[src/hw/rtl/clss_pkg.sv]
`timescale 1ns / 1ps
// ============================================================================
// clss_pkg
// Shared types and constants of the control link safety supervisor: event
// codes, mode and reason codes, register indexes and the word structs.
// ============================================================================
package clss_pkg;

   // Field widths
   localparam int CMD_W     = 3;
   localparam int TSTAT_W   = 2;
   localparam int MODE_W    = 2;
   localparam int REASON_W  = 3;
   localparam int TIMEOUT_W = 16;
   localparam int RATE_W    = 10;
   localparam int CSR_IDX_W = 3;
   localparam int CSR_DATA_W = 16;
   localparam int REQ_DATA_W = 8;
   localparam int RSP_DATA_W = 16;

   // Event codes
   localparam logic [CMD_W-1:0] CMD_TICK     = 3'd0;
   localparam logic [CMD_W-1:0] CMD_SENSOR   = 3'd1;
   localparam logic [CMD_W-1:0] CMD_TARGET   = 3'd2;
   localparam logic [CMD_W-1:0] CMD_VELOCITY = 3'd3;
   localparam logic [CMD_W-1:0] CMD_RESUME   = 3'd4;
   localparam logic [CMD_W-1:0] CMD_OBS_TICK = 3'd5;
   localparam logic [CMD_W-1:0] CMD_CMD_TICK = 3'd6;

   // Target status codes
   localparam logic [TSTAT_W-1:0] TSTAT_VALID     = 2'd0;
   localparam logic [TSTAT_W-1:0] TSTAT_NONFINITE = 2'd2;

   // Modes
   localparam logic [MODE_W-1:0] MODE_WAIT_SENSOR = 2'd0;
   localparam logic [MODE_W-1:0] MODE_WAIT_POLICY = 2'd1;
   localparam logic [MODE_W-1:0] MODE_RUNNING     = 2'd2;
   localparam logic [MODE_W-1:0] MODE_DEGRADED    = 2'd3;

   // Degrade reasons
   localparam logic [REASON_W-1:0] WHY_NONE      = 3'd0;
   localparam logic [REASON_W-1:0] WHY_NONFINITE = 3'd1;
   localparam logic [REASON_W-1:0] WHY_SENSOR    = 3'd2;
   localparam logic [REASON_W-1:0] WHY_RATE      = 3'd3;
   localparam logic [REASON_W-1:0] WHY_TARGET    = 3'd4;

   // Register indexes
   localparam logic [CSR_IDX_W-1:0] REG_SENSOR_TIMEOUT   = 3'd0;
   localparam logic [CSR_IDX_W-1:0] REG_TARGET_TIMEOUT   = 3'd1;
   localparam logic [CSR_IDX_W-1:0] REG_VELOCITY_TIMEOUT = 3'd2;
   localparam logic [CSR_IDX_W-1:0] REG_MIN_OBS_RATE     = 3'd3;
   localparam logic [CSR_IDX_W-1:0] REG_WINDOW_TICKS     = 3'd4;

   // Register reset values
   localparam logic [TIMEOUT_W-1:0] SENSOR_TIMEOUT_RST   = 16'd100;
   localparam logic [TIMEOUT_W-1:0] TARGET_TIMEOUT_RST   = 16'd60;
   localparam logic [TIMEOUT_W-1:0] VELOCITY_TIMEOUT_RST = 16'd500;
   localparam logic [RATE_W-1:0]    MIN_OBS_RATE_RST     = 10'd45;
   localparam logic [TIMEOUT_W-1:0] WINDOW_TICKS_RST     = 16'd1000;

   // Slow window counting
   localparam logic [1:0] SLOW_COUNT_MAX    = 2'd3;
   localparam logic [1:0] SLOW_WINDOW_LIMIT = 2'd3;

   typedef struct packed {
      logic [TIMEOUT_W-1:0] sensor_timeout;
      logic [TIMEOUT_W-1:0] target_timeout;
      logic [TIMEOUT_W-1:0] velocity_timeout;
      logic [RATE_W-1:0]    min_obs_rate;
      logic [TIMEOUT_W-1:0] window_ticks;
   } cfg_type;

   typedef struct packed {
      logic [CMD_W-1:0]   command;
      logic [TSTAT_W-1:0] target_status;
      logic               resume_value;
   } req_type;

   typedef struct packed {
      logic [MODE_W-1:0]   mode;
      logic                send_command;
      logic                drive;
      logic                use_velocity;
      logic                frame_valid;
      logic                hist_clear;
      logic [REASON_W-1:0] degrade_reason;
      logic                status_changed;
   } rsp_type;

endpackage

[src/hw/rtl/control_link_safety_supervisor.sv]
`timescale 1ns / 1ps
// ============================================================================
// control_link_safety_supervisor
// Safety supervisor for a robot control link. Events come in on the req_
// stream, one result word per event leaves on the rsp_ stream.
//
// The req_ channel carries one event per word: req_tuser holds the event
// code, req_tdata holds the target status and the resume flag. Each event
// yields exactly one rsp_ word with the mode, the send, drive, velocity and
// frame flags, the policy reset pulse, the degrade reason and a mode change
// flag. The csr_ port writes the timeouts, the minimum observation rate and
// the window length; write it only while no event is in flight.
// An accepted word is latched in the input register; the update runs from
// it and its result is loaded into the output register, raising rsp_tvalid,
// once that register is free or draining. One event is accepted every cycle
// while the receiver takes results; the single-pass update (age compares and
// two rate-window products) sets the path between the two registers.
// Synchronous reset clears both valid flags, all supervisor state and loads
// the register defaults. When the receiver stalls, the output register holds
// its word and the input register takes one more event, then req_tready drops.
// ============================================================================
module control_link_safety_supervisor #(
   parameter int COUNT_WIDTH = 16
) (
   input  logic                              clock,
   input  logic                              reset,
   // Event stream
   input  logic                              req_tvalid,
   output logic                              req_tready,
   // [1:0] target_status, [2] resume_value, [7:3] zero
   input  logic [clss_pkg::REQ_DATA_W-1:0]   req_tdata,
   // [2:0] command
   input  logic [clss_pkg::CMD_W-1:0]        req_tuser,
   // Result stream
   output logic                              rsp_tvalid,
   input  logic                              rsp_tready,
   // [1:0] mode, [2] send_command, [3] drive, [4] use_velocity,
   // [5] frame_valid, [6] hist_clear, [9:7] degrade_reason,
   // [10] status_changed, [15:11] zero
   output logic [clss_pkg::RSP_DATA_W-1:0]   rsp_tdata,
   // Configuration writes
   input  logic                              csr_we,
   input  logic [clss_pkg::CSR_IDX_W-1:0]    csr_index,
   input  logic [clss_pkg::CSR_DATA_W-1:0]   csr_wdata
);
   import clss_pkg::*;

   localparam int RSP_W = $bits(rsp_type);

   cfg_type cfg;
   req_type req_ff, req_in;
   logic    req_valid_ff, req_valid_in;
   rsp_type rsp_ff, rsp_in;
   logic    rsp_valid_ff, rsp_valid_in;
   rsp_type rsp_calc;
   logic    advance;

   clss_csr u_csr (
      .clock     (clock),
      .reset     (reset),
      .csr_we    (csr_we),
      .csr_index (csr_index),
      .csr_wdata (csr_wdata),
      .cfg       (cfg)
   );

   clss_core #(
      .COUNT_WIDTH (COUNT_WIDTH)
   ) u_core (
      .clock (clock),
      .reset (reset),
      .step  (advance),
      .req   (req_ff),
      .cfg   (cfg),
      .rsp   (rsp_calc)
   );

   // The held event moves on when the output register is free or draining.
   assign advance    = req_valid_ff && (!rsp_valid_ff || rsp_tready);
   assign req_tready = !req_valid_ff || advance;

   // Input register
   always_comb begin
      req_valid_in = req_valid_ff;
      req_in       = req_ff;
      if (req_tready) begin
         req_valid_in         = req_tvalid;
         req_in.command       = req_tuser;
         req_in.target_status = req_tdata[TSTAT_W-1:0];
         req_in.resume_value  = req_tdata[TSTAT_W];
      end
   end

   // Output register
   always_comb begin
      rsp_valid_in = rsp_valid_ff;
      rsp_in       = rsp_ff;
      if (advance) begin
         rsp_valid_in = 1'b1;
         rsp_in       = rsp_calc;
      end else if (rsp_tready) begin
         rsp_valid_in = 1'b0;
      end
   end

   always_ff @(posedge clock) begin
      if (reset) begin
         req_valid_ff <= 1'b0;
         rsp_valid_ff <= 1'b0;
      end else begin
         req_valid_ff <= req_valid_in;
         rsp_valid_ff <= rsp_valid_in;
      end
   end

   always_ff @(posedge clock) begin
      req_ff <= req_in;
      rsp_ff <= rsp_in;
   end

   // Pack the result word, first field in the lowest bits.
   assign rsp_tvalid = rsp_valid_ff;
   assign rsp_tdata  = {{(RSP_DATA_W-RSP_W){1'b0}},
                        rsp_ff.status_changed,
                        rsp_ff.degrade_reason,
                        rsp_ff.hist_clear,
                        rsp_ff.frame_valid,
                        rsp_ff.use_velocity,
                        rsp_ff.drive,
                        rsp_ff.send_command,
                        rsp_ff.mode};

endmodule

[src/hw/rtl/clss_csr.sv]
`timescale 1ns / 1ps
// ============================================================================
// clss_csr
// Configuration registers: timeouts, minimum observation rate and the rate
// window length, written through a plain index/data write port.
// ============================================================================
module clss_csr (
   input  logic                                clock,
   input  logic                                reset,
   input  logic                                csr_we,
   input  logic [clss_pkg::CSR_IDX_W-1:0]      csr_index,
   input  logic [clss_pkg::CSR_DATA_W-1:0]     csr_wdata,
   output clss_pkg::cfg_type                   cfg
);
   import clss_pkg::*;

   cfg_type cfg_ff;
   cfg_type cfg_in;

   // Decode the write index; unknown indexes are dropped.
   always_comb begin
      cfg_in = cfg_ff;
      if (csr_we) begin
         unique case (csr_index)
            REG_SENSOR_TIMEOUT:   cfg_in.sensor_timeout   = csr_wdata;
            REG_TARGET_TIMEOUT:   cfg_in.target_timeout   = csr_wdata;
            REG_VELOCITY_TIMEOUT: cfg_in.velocity_timeout = csr_wdata;
            REG_MIN_OBS_RATE:     cfg_in.min_obs_rate     = csr_wdata[RATE_W-1:0];
            REG_WINDOW_TICKS:     cfg_in.window_ticks     = csr_wdata;
            default: ;
         endcase
      end
   end

   always_ff @(posedge clock) begin
      if (reset) begin
         cfg_ff.sensor_timeout   <= SENSOR_TIMEOUT_RST;
         cfg_ff.target_timeout   <= TARGET_TIMEOUT_RST;
         cfg_ff.velocity_timeout <= VELOCITY_TIMEOUT_RST;
         cfg_ff.min_obs_rate     <= MIN_OBS_RATE_RST;
         cfg_ff.window_ticks     <= WINDOW_TICKS_RST;
      end else begin
         cfg_ff <= cfg_in;
      end
   end

   assign cfg = cfg_ff;

endmodule

[src/hw/rtl/clss_core.sv]
`timescale 1ns / 1ps
// ============================================================================
// clss_core
// Supervisor state and its single-pass update: freshness ages, mode and
// reason, and the observation rate window. One event is applied per step.
// ============================================================================
module clss_core #(
   parameter int COUNT_WIDTH = 16
) (
   input  logic              clock,
   input  logic              reset,
   input  logic              step,
   input  clss_pkg::req_type req,
   input  clss_pkg::cfg_type cfg,
   output clss_pkg::rsp_type rsp
);
   import clss_pkg::*;

   localparam int CMP_W  = (COUNT_WIDTH > TIMEOUT_W) ? COUNT_WIDTH : TIMEOUT_W;
   localparam int PROD_W = COUNT_WIDTH + TIMEOUT_W;
   localparam logic [COUNT_WIDTH-1:0] COUNT_MAX = {COUNT_WIDTH{1'b1}};

   function automatic logic [COUNT_WIDTH-1:0] sat_inc(input logic [COUNT_WIDTH-1:0] v);
      return (v == COUNT_MAX) ? v : v + 1'b1;
   endfunction

   // State registers
   logic [MODE_W-1:0]      mode_ff, mode_in;
   logic [REASON_W-1:0]    reason_ff, reason_in;
   logic                   have_sensor_ff, have_sensor_in;
   logic                   have_target_ff, have_target_in;
   logic                   have_velocity_ff, have_velocity_in;
   logic [COUNT_WIDTH-1:0] sensor_age_ff, sensor_age_in;
   logic [COUNT_WIDTH-1:0] target_age_ff, target_age_in;
   logic [COUNT_WIDTH-1:0] velocity_age_ff, velocity_age_in;
   logic                   rate_primed_ff, rate_primed_in;
   logic [COUNT_WIDTH-1:0] obs_count_ff, obs_count_in;
   logic [COUNT_WIDTH-1:0] window_elapsed_ff, window_elapsed_in;
   logic [1:0]             slow_count_ff, slow_count_in;

   // Freshness and rate window terms
   logic                   sensor_fresh;
   logic                   target_live;
   logic                   velocity_fresh;
   logic [COUNT_WIDTH-1:0] obs_next;
   logic                   window_closed;
   logic [PROD_W-1:0]      prod_obs;
   logic [PROD_W-1:0]      prod_min;
   logic                   window_slow;
   logic [1:0]             slow_next;

   // Result flags
   logic send_flag, drive_flag, usev_flag, frame_flag, preset_flag;

   assign sensor_fresh   = have_sensor_ff &&
                           (CMP_W'(sensor_age_ff) < CMP_W'(cfg.sensor_timeout));
   assign target_live    = have_target_ff &&
                           (CMP_W'(target_age_ff) < CMP_W'(cfg.target_timeout));
   assign velocity_fresh = have_velocity_ff &&
                           (CMP_W'(velocity_age_ff) < CMP_W'(cfg.velocity_timeout));

   // A window is slow when count * window < rate * elapsed.
   assign obs_next      = sat_inc(obs_count_ff);
   assign window_closed = CMP_W'(window_elapsed_ff) >= CMP_W'(cfg.window_ticks);
   assign prod_obs      = PROD_W'(obs_next) * PROD_W'(cfg.window_ticks);
   assign prod_min      = PROD_W'(cfg.min_obs_rate) * PROD_W'(window_elapsed_ff);
   assign window_slow   = prod_obs < prod_min;
   assign slow_next     = (slow_count_ff == SLOW_COUNT_MAX) ? slow_count_ff
                                                            : slow_count_ff + 2'd1;

   // Event decode and next state
   always_comb begin
      mode_in           = mode_ff;
      reason_in         = reason_ff;
      have_sensor_in    = have_sensor_ff;
      have_target_in    = have_target_ff;
      have_velocity_in  = have_velocity_ff;
      sensor_age_in     = sensor_age_ff;
      target_age_in     = target_age_ff;
      velocity_age_in   = velocity_age_ff;
      rate_primed_in    = rate_primed_ff;
      obs_count_in      = obs_count_ff;
      window_elapsed_in = window_elapsed_ff;
      slow_count_in     = slow_count_ff;
      send_flag         = 1'b0;
      drive_flag        = 1'b0;
      usev_flag         = 1'b0;
      frame_flag        = 1'b0;
      preset_flag       = 1'b0;

      if (step) begin
         unique case (req.command)
            CMD_TICK: begin
               sensor_age_in   = sat_inc(sensor_age_ff);
               target_age_in   = sat_inc(target_age_ff);
               velocity_age_in = sat_inc(velocity_age_ff);
               if (rate_primed_ff) begin
                  window_elapsed_in = sat_inc(window_elapsed_ff);
               end
            end
            CMD_SENSOR: begin
               have_sensor_in = 1'b1;
               sensor_age_in  = '0;
            end
            CMD_TARGET: begin
               if (req.target_status == TSTAT_VALID) begin
                  have_target_in = 1'b1;
                  target_age_in  = '0;
               end else if (req.target_status == TSTAT_NONFINITE &&
                            mode_ff != MODE_DEGRADED) begin
                  mode_in   = MODE_DEGRADED;
                  reason_in = WHY_NONFINITE;
               end
            end
            CMD_VELOCITY: begin
               have_velocity_in = 1'b1;
               velocity_age_in  = '0;
            end
            CMD_RESUME: begin
               if (req.resume_value && mode_ff == MODE_DEGRADED) begin
                  preset_flag    = 1'b1;
                  have_target_in = 1'b0;
                  mode_in        = MODE_WAIT_POLICY;
                  reason_in      = WHY_NONE;
               end
            end
            CMD_OBS_TICK: begin
               if (!sensor_fresh) begin
                  // Stale sensor state: degrade while waiting for a policy or running.
                  if (mode_ff == MODE_WAIT_POLICY || mode_ff == MODE_RUNNING) begin
                     mode_in   = MODE_DEGRADED;
                     reason_in = WHY_SENSOR;
                  end
               end else begin
                  if (mode_ff == MODE_WAIT_SENSOR) begin
                     mode_in = MODE_WAIT_POLICY;
                  end
                  frame_flag = 1'b1;
                  usev_flag  = velocity_fresh;
                  // The first frame only primes the rate window.
                  if (!rate_primed_ff) begin
                     rate_primed_in    = 1'b1;
                     window_elapsed_in = '0;
                     obs_count_in      = '0;
                  end else if (!window_closed) begin
                     obs_count_in = obs_next;
                  end else begin
                     obs_count_in      = '0;
                     window_elapsed_in = '0;
                     if (window_slow && mode_ff == MODE_RUNNING) begin
                        slow_count_in = slow_next;
                        if (slow_next >= SLOW_WINDOW_LIMIT) begin
                           mode_in   = MODE_DEGRADED;
                           reason_in = WHY_RATE;
                        end
                     end else if (!window_slow) begin
                        slow_count_in = '0;
                     end
                  end
               end
            end
            CMD_CMD_TICK: begin
               if (mode_ff == MODE_WAIT_POLICY && target_live) begin
                  mode_in = MODE_RUNNING;
               end else if (mode_ff == MODE_RUNNING && !target_live) begin
                  mode_in   = MODE_DEGRADED;
                  reason_in = WHY_TARGET;
               end
               send_flag  = sensor_fresh;
               drive_flag = sensor_fresh && target_live && (mode_in == MODE_RUNNING);
            end
            default: ;
         endcase
      end
   end

   always_ff @(posedge clock) begin
      if (reset) begin
         mode_ff           <= MODE_WAIT_SENSOR;
         reason_ff         <= WHY_NONE;
         have_sensor_ff    <= 1'b0;
         have_target_ff    <= 1'b0;
         have_velocity_ff  <= 1'b0;
         sensor_age_ff     <= '0;
         target_age_ff     <= '0;
         velocity_age_ff   <= '0;
         rate_primed_ff    <= 1'b0;
         obs_count_ff      <= '0;
         window_elapsed_ff <= '0;
         slow_count_ff     <= '0;
      end else begin
         mode_ff           <= mode_in;
         reason_ff         <= reason_in;
         have_sensor_ff    <= have_sensor_in;
         have_target_ff    <= have_target_in;
         have_velocity_ff  <= have_velocity_in;
         sensor_age_ff     <= sensor_age_in;
         target_age_ff     <= target_age_in;
         velocity_age_ff   <= velocity_age_in;
         rate_primed_ff    <= rate_primed_in;
         obs_count_ff      <= obs_count_in;
         window_elapsed_ff <= window_elapsed_in;
         slow_count_ff     <= slow_count_in;
      end
   end

   // Result word for the event being applied
   always_comb begin
      rsp.mode           = mode_in;
      rsp.send_command   = send_flag;
      rsp.drive          = drive_flag;
      rsp.use_velocity   = usev_flag;
      rsp.frame_valid    = frame_flag;
      rsp.hist_clear     = preset_flag;
      rsp.degrade_reason = reason_in;
      rsp.status_changed = (mode_in != mode_ff);
   end

endmodule

[config.mk]
export PLATFORM = sky130hd
export DESIGN_NAME = control_link_safety_supervisor
export DESIGN_NICKNAME = d
export VERILOG_FILES = /design/src/hw/rtl/clss_pkg.sv /design/src/hw/rtl/control_link_safety_supervisor.sv /design/src/hw/rtl/clss_csr.sv /design/src/hw/rtl/clss_core.sv
export SDC_FILE = /design/constraint.sdc
export NUM_CORES = 1
export LEC_CHECK = 0
export BUFFER_PORTS_ARGS = -buffer_cell sky130_fd_sc_hd__buf_2
export CAP_MARGIN = 15
export CELL_PAD_IN_SITES_DETAIL_PLACEMENT = 0
export CELL_PAD_IN_SITES_GLOBAL_PLACEMENT = 2
export CORE_ASPECT_RATIO = 0.6
export CORE_MARGIN = 3
export CORE_UTILIZATION = 37
export CTS_BUF_LIST = sky130_fd_sc_hd__clkbuf_16
export DETAILED_ROUTE_END_ITERATION = 8
export PLACE_DENSITY_LB_ADDON = 0.12
export SYNTH_ARGS = -nofsm -noshare
export SYNTH_HDL_FRONTEND = slang
export SYNTH_SLANG_ARGS = --single-unit
[constraint.sdc]
create_clock -name clock -period 9.4 [get_ports clock]
set_input_delay 0.94 -clock clock [delete_from_list [all_inputs] [get_ports clock]]
set_output_delay 0.94 -clock clock [all_outputs]
set_load 0.05 [all_outputs]
==> results.py <==
metrics = {
    "timing": {
        "skew_ns": 0.01876,
        "finalHoldViolCount": 0,
        "finalSetupViolCount": 11,
        "tightest_slew_ns": 1.278,
        "clock.fmax_mhz": 103.8,
        "rsz0062_at_grt": "true",
        "fin_crit_sh_pct": 102.5,
        "slew_violations": 0,
        "min_period_ns": 9.636,
        "setup_slack_ns": -0.2355,
        "relSlewSlack_pct": 12.58,
    },
    "global_routing": {
        "grt_usage_pct": 23.88,
        "grt_max_degree": 64,
        "grt_pass1_wl_um": 121300,
        "antenna_found_initial": 2,
        "grt_pass1_vias": 20130,
        "grt.overflow.total": 0,
    },
    "power_and_ir_drop": {
        "pwr-share-comb_pct": 9.5,
        "ir_drop_uv": 98.46,
        "p_int_mw": 1.229,
        "p_switching_uw": 556.8,
        "p_seq_share_pct": 45.9,
        "powerDensity_nw_per_um2": 64.51,
        "power.share.switching_pct": 31.18,
        "p_leak_nw": 13.36,
        "clockPowerShare_pct": 44.6,
    },
    "synthesis": {
        "yosysWarnings": 0,
        "synth_top_cell_area_share_pct": 26.03,
        "synth_seq_cells": 184,
        "synth-seq-area-share_pct": 16.48,
        "synth_edf_count": 17,
        "synthArstFlopShare_pct": 0,
        "ys_types": 82,
        "ys.flop_type": "dfxtp_1",
        "postSynthAreaPerCell_sq_um": 8.401,
        "synth_area_leaders": "fa_1 (26%), dfxtp_1 (14%), ha_1 (14%)",
        "yosys.area.top_type": "fa_1",
        "synth_most_common_cell": "nand2_1",
        "netlist_area_sq_um": 23380,
        "synth_commonest_cells": "nand2_1 (443), inv_1 (403), fa_1 (304)",
        "synthCells": 2783,
    },
    "clock_tree": {
        "clk_pin_slew_ns": 0.10,
        "clk-insertion-delay-late_ns": 0.47,
        "cts_htree_levels": 4,
        "numCtsBuffers": 17,
        "cts_tree": "yes",
        "cts_max_path_buffers": 2,
        "numClockSinks": 184,
        "root_buffer": "clkbuf_16",
        "holdBufCountCts": 0,
    },
    "floorplanning": {
        "io_pins": 53,
        "start_util_pct": 37.86,
        "fp.dieH_um": 200.7,
        "core_area_sq_um": 61750,
        "dieArea_sq_um": 66340,
        "row_count": 70,
        "die_width_um": 330.5,
    },
    "place": {
        "gp_congestion": 0.8615,
        "io_buffers": 42,
        "dp.cells": 3770,
        "dp_hpwl_um": 63180,
        "place_ws_ns": -0.8344,
    },
    "route": {
        "met1_length_um": 42040,
        "detail_route.first_pass.iterations": 5,
        "drc": 0,
        "routedWlPerCell_um": 20.09,
        "drtIter0Drc": 1245,
        "via_count": 19610,
        "viasPerCell": 5.097,
        "finalWirelength_um": 77300,
        "wl_met2_um": 29390,
        "routed.top_layer": "met5",
        "antenna_left": 0,
        "wl_met3_um": 4835,
    },
    "setup_path": {
        "cp_slowest_cell": "fa_2",
        "required_ns": 9.71,
        "arrival_ns": 9.95,
        "critPathMaxStageDelay_ns": 0.59,
        "path_class": "reg2reg",
        "critPathLaunchType": "flop",
        "crit_fanout": 5,
        "r2r_setup_slack_ns": -0.24,
        "worstSetupEndpointType": "flop",
    },
    "cells_and_area": {
        "area_growth_pct": 18.41,
        "final_cells": 3848,
        "nets": 3605,
        "drive_gt1_share_pct": 15.83,
        "fillCellCount": 6198,
    },
    "status": {
        "violations": "setup timing",
        "status": "complete, but fails checks",
    },
    "hold_path": {
        "min_path_type": "reg2reg",
    },
    "job": {
        "cap_violations": 0,
    },
}
-- cell usage in the layout, fill, tap and decap left out, types with 19 or more instances in the layout --
cell,n
ha_1,241
and2_1,132
nor3_1,31
nand3b_1,19
nor2b_1,21
xnor2_1,47
a21oi_1,143
xor2_1,61
nand2_1,431
dfxtp_1,162
inv_1,394
o21ai_0,51
buf_2,41
buf_4,242
nor2_1,205
nand3_1,35
fa_1,295
a21o_1,38
nand2b_1,23
nand4_1,30
-- worst max-delay path: cells and delay by family (launching register included) --
| kind | cells | cell delay (ns) |
|---|---|---|
| and+or+nand+nor | 10 | 1.80 |
| adders and majority gates | 8 | 3.35 |
| buffers and inverters | 9 | 1.09 |
| AOI/OAI and AO/OA | 12 | 2.65 |
| DFF | 1 | 0.33 |
| xor gates and xnor gates | 2 | 0.23 |
-- state kept, by name, indices dropped and copies added, names as in the netlist, 2 cells and up --
register                  cells
u_core.obs_count_ff          16
u_core.velocity_age_ff       16
u_core.slow_count_ff          2
u_core.window_elapsed_ff     16
u_core.mode_ff                2
u_core.target_age_ff         16
u_core.sensor_age_ff         16
u_core.reason_ff              3
rsp_tdata                    11
u_csr.cfg                    74
req_ff                        6
-- power groups by stage --
stage                     combinational (mW)  sequential [mW]  clock (mW)
after CTS                              0.166            0.820       0.819
after global routing                   0.185            0.822       0.847
final                                  0.170            0.820       0.796
after detailed placement               0.162            0.839           0
after global placement                 0.161            0.839           0
after floorplan                       0.0867            0.837           0
-- layout make-up --
type | count | area (sq um) | area share, %
multi-input combinational | 2093 | 18280 | 66.03
sequential | 184 | 3860 | 13.94
clock buffer | 17 | 425.4 | 1.537
timing repair buffer | 306 | 2355 | 8.506
inverter | 404 | 1516 | 5.478
tap | 828 | 1036 | 3.742
clock inverter | 15 | 210.2 | 0.7593
antenna | 1 | 2.502 | 0.009039
-- timing repair --
item | in CTS | in global routing
gates resized for setup | 106 | 54
pin swaps | 96 | 92
setup endpoints to repair | 13 | 13
buffers inserted | 38 | 12
-- per-stage QoR --
stage / area, sq um / utilization, % / power [mW] / hold slack, ns / TNS, ns
after floorplan: 23450 / - / 0.9242 / 0.4315 / 0
after global placement: 25920 / 41.99 / 0.9992 / 0.4435 / -7.758
after detailed placement: 25920 / 41.99 / 1.001 / 0.4468 / -8.334
after CTS: 27360 / 44.31 / 1.805 / 0.4576 / -0.7664
after global routing: 27680 / 44.83 / 1.854 / 0.4780 / -5.353
final: 27680 / 44.83 / 1.786 / 0.4539 / -1.307
-- worst paths after layout --
check	start	end	cells after the start
setup / recovery	u_core.obs_count_ff[14]$_SDFFE_PP0P_	rsp_tdata[7]$_DFFE_PP_	41
hold / removal	u_csr.cfg[41]$_SDFFE_PP0P_	u_csr.cfg[41]$_SDFFE_PP0P_	2
setup reg to reg	u_core.obs_count_ff[14]$_SDFFE_PP0P_	rsp_tdata[7]$_DFFE_PP_	41
hold reg to reg	u_csr.cfg[41]$_SDFFE_PP0P_	u_csr.cfg[41]$_SDFFE_PP0P_	2
-- layer usage --
metal	track usage (%)	vias up
met5	0	-
met4	3.799	2
met3	4.629	51
met2	31.66	467
met1	39.50	9746
li1	-	9347
-- logic make-up after synthesis --
logic type,count (synthesis),share of synthesized area (%)
flip-flops,184,16.48
AND/OR/NAND/NOR,1035,20.64
buffers and inverters,510,8.284
AO/OA/AOI/OAI,365,9.943
multiplexers,7,0.3050
adder cells (fa/ha/maj),564,39.94
XOR/XNOR,117,4.383
other,1,0.01604
Power figures use the tool's default switching activity.
